$ cat src/rtl/bba_ram.sv
`timescale 1ns / 1ps
// ----------------------------------------------------------------------------
// Generic simple dual-port RAM
// One write port, one read port, read data registered.
// ----------------------------------------------------------------------------
module bba_ram #(
    parameter int WIDTH  = 32,
    parameter int DEPTH  = 32,
    parameter int ADDR_W = (DEPTH > 1) ? $clog2(DEPTH) : 1
) (
    input  logic              i_clk,
    input  logic              i_wr_en,
    input  logic [ADDR_W-1:0] i_wr_addr,
    input  logic [WIDTH-1:0]  i_wr_data,
    input  logic [ADDR_W-1:0] i_rd_addr,
    output logic [WIDTH-1:0]  o_rd_data
);

    logic [WIDTH-1:0] r_mem [DEPTH];
    logic [WIDTH-1:0] r_rd_data;

    always_ff @(posedge i_clk) begin
        if (i_wr_en) begin
            r_mem[i_wr_addr] <= i_wr_data;
        end
        r_rd_data <= r_mem[i_rd_addr];
    end

    assign o_rd_data = r_rd_data;

endmodule

$ cat config.mk
export PLATFORM = sky130hd
export DESIGN_NAME = bba_ram
export DESIGN_NICKNAME = d
export VERILOG_FILES = /design/src/rtl/bba_ram.sv
export SDC_FILE = /design/constraint.sdc
export NUM_CORES = 1
export LEC_CHECK = 0
export BUFFER_PORTS_ARGS = -buffer_cell sky130_fd_sc_hd__buf_4
export CORE_MARGIN = 2
export CORE_UTILIZATION = 32
export DETAILED_ROUTE_END_ITERATION = 10
export HOLD_SLACK_MARGIN = 0.15
export PLACE_DENSITY = 0.58
export SYNTH_ARGS = -nofsm -noshare
export SYNTH_HDL_FRONTEND = slang
export SYNTH_SLANG_ARGS = --single-unit
$ cat constraint.sdc
create_clock -name i_clk -period 10.6 [get_ports i_clk]
set_input_delay 3.18 -clock i_clk [delete_from_list [all_inputs] [get_ports i_clk]]
set_output_delay 3.18 -clock i_clk [all_outputs]
set_load 0.01 [all_outputs]
==> impl_metrics.csv <==
group,metric,value,unit
placement,dp_slack,4520,ps
timing,timing.fmax,183,MHz
clocking,cts.path.max_buffers,3,
global_routing,grt_max_degree,133,
clocking,worstSkewPairLatency,700,ps
power_and_ir_drop,power_leakage,0.0159,µW
placement,gp_congestion,0.764,
route,drc,0,
timing,drv_slew,0,
worst_setup_path,cp-end-kind,"register",
timing,layout_min_cycle_time,5470,ps
cells_and_area,final_net_count,2407,
floorplanning,die_w,360,µm
route,routed_via_density,5.10,
placement,io_buffer_count,75,
route,drt-initial-drc-count,1985,
timing,setup_violations,0,
min_path,hp-class,"register to register",
synth,async_flop_share,0,
route,first_pass_iters,5,
timing,tns,0,ps
timing,min_period_over_period,0.516,
synth,yosys.area.top_type_share,0.760,
route,ant_nets,0,
outcome,status,"complete, no violations",
synth,syn-num-nets,2304,
clocking,cts_root_buf,"clkbuf_16",
clocking,h-tree-depth,3,
timing,finalHoldViolCount,0,
floorplanning,die_height,360,µm
synth,synth.most_common_cell,"edfxtp_1",
floorplanning,io-pin-count,76,
worst_setup_path,cp_cell_sequence,"buf_8 -> buf_12 -> mux2i_1 -> a22o_1 -> nor3_1 -> a31oi_1 -> nand3_1",
timing,max-slew-margin-rel,0.202,
route,drt_wl_total,105,mm
synth,syn_inst,2260,
cells_and_area,nFillCells,11600,
synth,synth_area_leaders,"edfxtp_1, mux2i_1, a22oi_1",
clocking,clk_pin_slew,60,ps
synth,yosysSeqAreaShare,0.775,
synth,synth_flop_cell,"edfxtp_1",
global_routing,grt_antenna_before_repair,7,
synth,syn_avg_cell_area,17.9,µm²
timing,tightest_slew,1200,ps
cells_and_area,drive_gt1_frac,0.130,
worst_setup_path,cp_num_buf_inv,2,
floorplanning,dieArea,0.129,mm²
clocking,numCtsBuffers,105,
worst_setup_path,start_kind,"primary input",
synth,synth_common_cells,"edfxtp_1, mux2i_1, nand2_1, nand3_1",
worst_setup_path,cp.arrival,5980,ps
synth,synth_warnings,0,
global_routing,grt_first_pass_wirelength,151,mm
timing,rsz0062_at_grt,"false",
route,wl_per_cell,25.6,µm
placement,dp_hpwl,54.2,mm
synth,synth_edf_count,1024,
run,max_cap_viol_count,0,
global_routing,grtUsageTotal,0.159,
power_and_ir_drop,pwr_density_cell,191,mW/mm²
cells_and_area,syn_to_final_growth,15.0,%
timing,setup_ws,5130,ps
clocking,cts_tree,"built",
global_routing,grt_overflow,0,
worst_setup_path,crit_family,"buffers and inverters",
worst_setup_path,critPathMaxStageDelay,680,ps
synth,synth_area_leader_cell,"edfxtp_1",
floorplanning,floorplan.initialDensity,0.322,
clocking,cts_hold_buf,0,
floorplanning,rows,130,
worst_setup_path,cp_slowest_cell,"buf_8",
cells_and_area,diodes,0,
global_routing,grt_pass1_vias,21500,
synth,ys_types,25,
clocking,ctsResizeCount,0,
timing,skew,40.4,ps
worst_setup_path,cp_max_fo,132,
route,via_count,20900,
clocking,post-cts-setup-buffers,0,
clocking,cts.sinks,1056,
worst_setup_path,critical_path_class,"primary input to register",
synth,synth_area,0.0405,mm²
synth,synth_seq_cells,1056,
power_and_ir_drop,peakVddDrop,0.157,mV
worst_setup_path,crit_required,11110,ps
floorplanning,core,0.126,mm²
layer usage:
metal  up-vias  track usage  routed length, µm
li1       9197            -                  -
met5         -            0                 67
met1     10900        0.207              44500
met2       661        0.266              51100
met4        10       0.0484               2550
met3       149       0.0351               6830
area by class of cell:
class                   count  area [µm²]  share of cell area
multi-input cells        1077        8610               0.185
repair buffers            123         981              0.0211
well taps                1650        2060              0.0443
clock inverters            56         674              0.0145
clock buffers             142        2850              0.0611
flip-flops and latches   1056       31400               0.674
sequential cells by signal, indices dropped and copies added (netlist names):
signal	flops
o_rd_data	32
r_mem	1024
path summary, 6_finish.rpt:
check,start,end,slack (ps),depth (start not counted)
max reg2reg,r_mem[6][0],o_rd_data[0],9170,5
max,i_rd_addr[0],o_rd_data[0],5130,7
min reg2reg,r_mem[16][10],o_rd_data[10],610,4
min,r_mem[16][10],o_rd_data[10],610,4
stage by stage:
| step | util | cells | hold slack [ps] | instance area [µm²] | total power (µW) |
|---|---|---|---|---|---|
| finish | 0.371 | 4104 | 609 | 46600 | 8890 |
| global route | 0.371 | 4104 | 660 | 46600 | 9160 |
| CTS | 0.371 | 4104 | 613 | 46600 | 8970 |
| detailed placement | 0.343 | 3906 | 600 | 43000 | 5210 |
| global placement | 0.343 | 3906 | 583 | 43000 | 5200 |
| floorplan | - | 2260 | 553 | 40500 | 4990 |
report_power, final:
| group | switching [µW] | internal (µW) | total, µW |
|---|---|---|---|
| combinational | 296 | 150 | 446 |
| sequential | 27.3 | 4640 | 4670 |
| clock | 1570 | 2210 | 3770 |
| total | 1890 | 7000 | 8890 |
cells by family after synthesis:
kind of cell,after synthesis,synth area share
compound gates,288,0.0485
mux,512,0.127
buf+inv,127,0.0186
flops,1056,0.775
simple gates,277,0.0310
worst reg2reg max path, stage by stage, from the launching register on:
cell      delay (ps)
edfxtp_1         370
mux2i_1          160
a22o_1           170
nor3_1            50
a31oi_1          320
nand3_1          220
placed cells by master (no fill, tap or decap), drive strengths merged:
master / instances
a21oi: 96
a22oi: 96
or3b: 3
inv: 6
nand3b: 5
a31oi: 32
nand2: 98
clkinvlp: 1
or2: 1
and2b: 1
nor2b: 1
and2: 1
dfxtp: 32
bufinv: 13
a22o: 64
or3: 1
nand2b: 2
mux2i: 512
nor2: 34
buf: 123
clkbuf: 142
edfxtp: 1024
nand3: 98
nor3: 32
clkinv: 36
(Power assumes the default switching activity.)
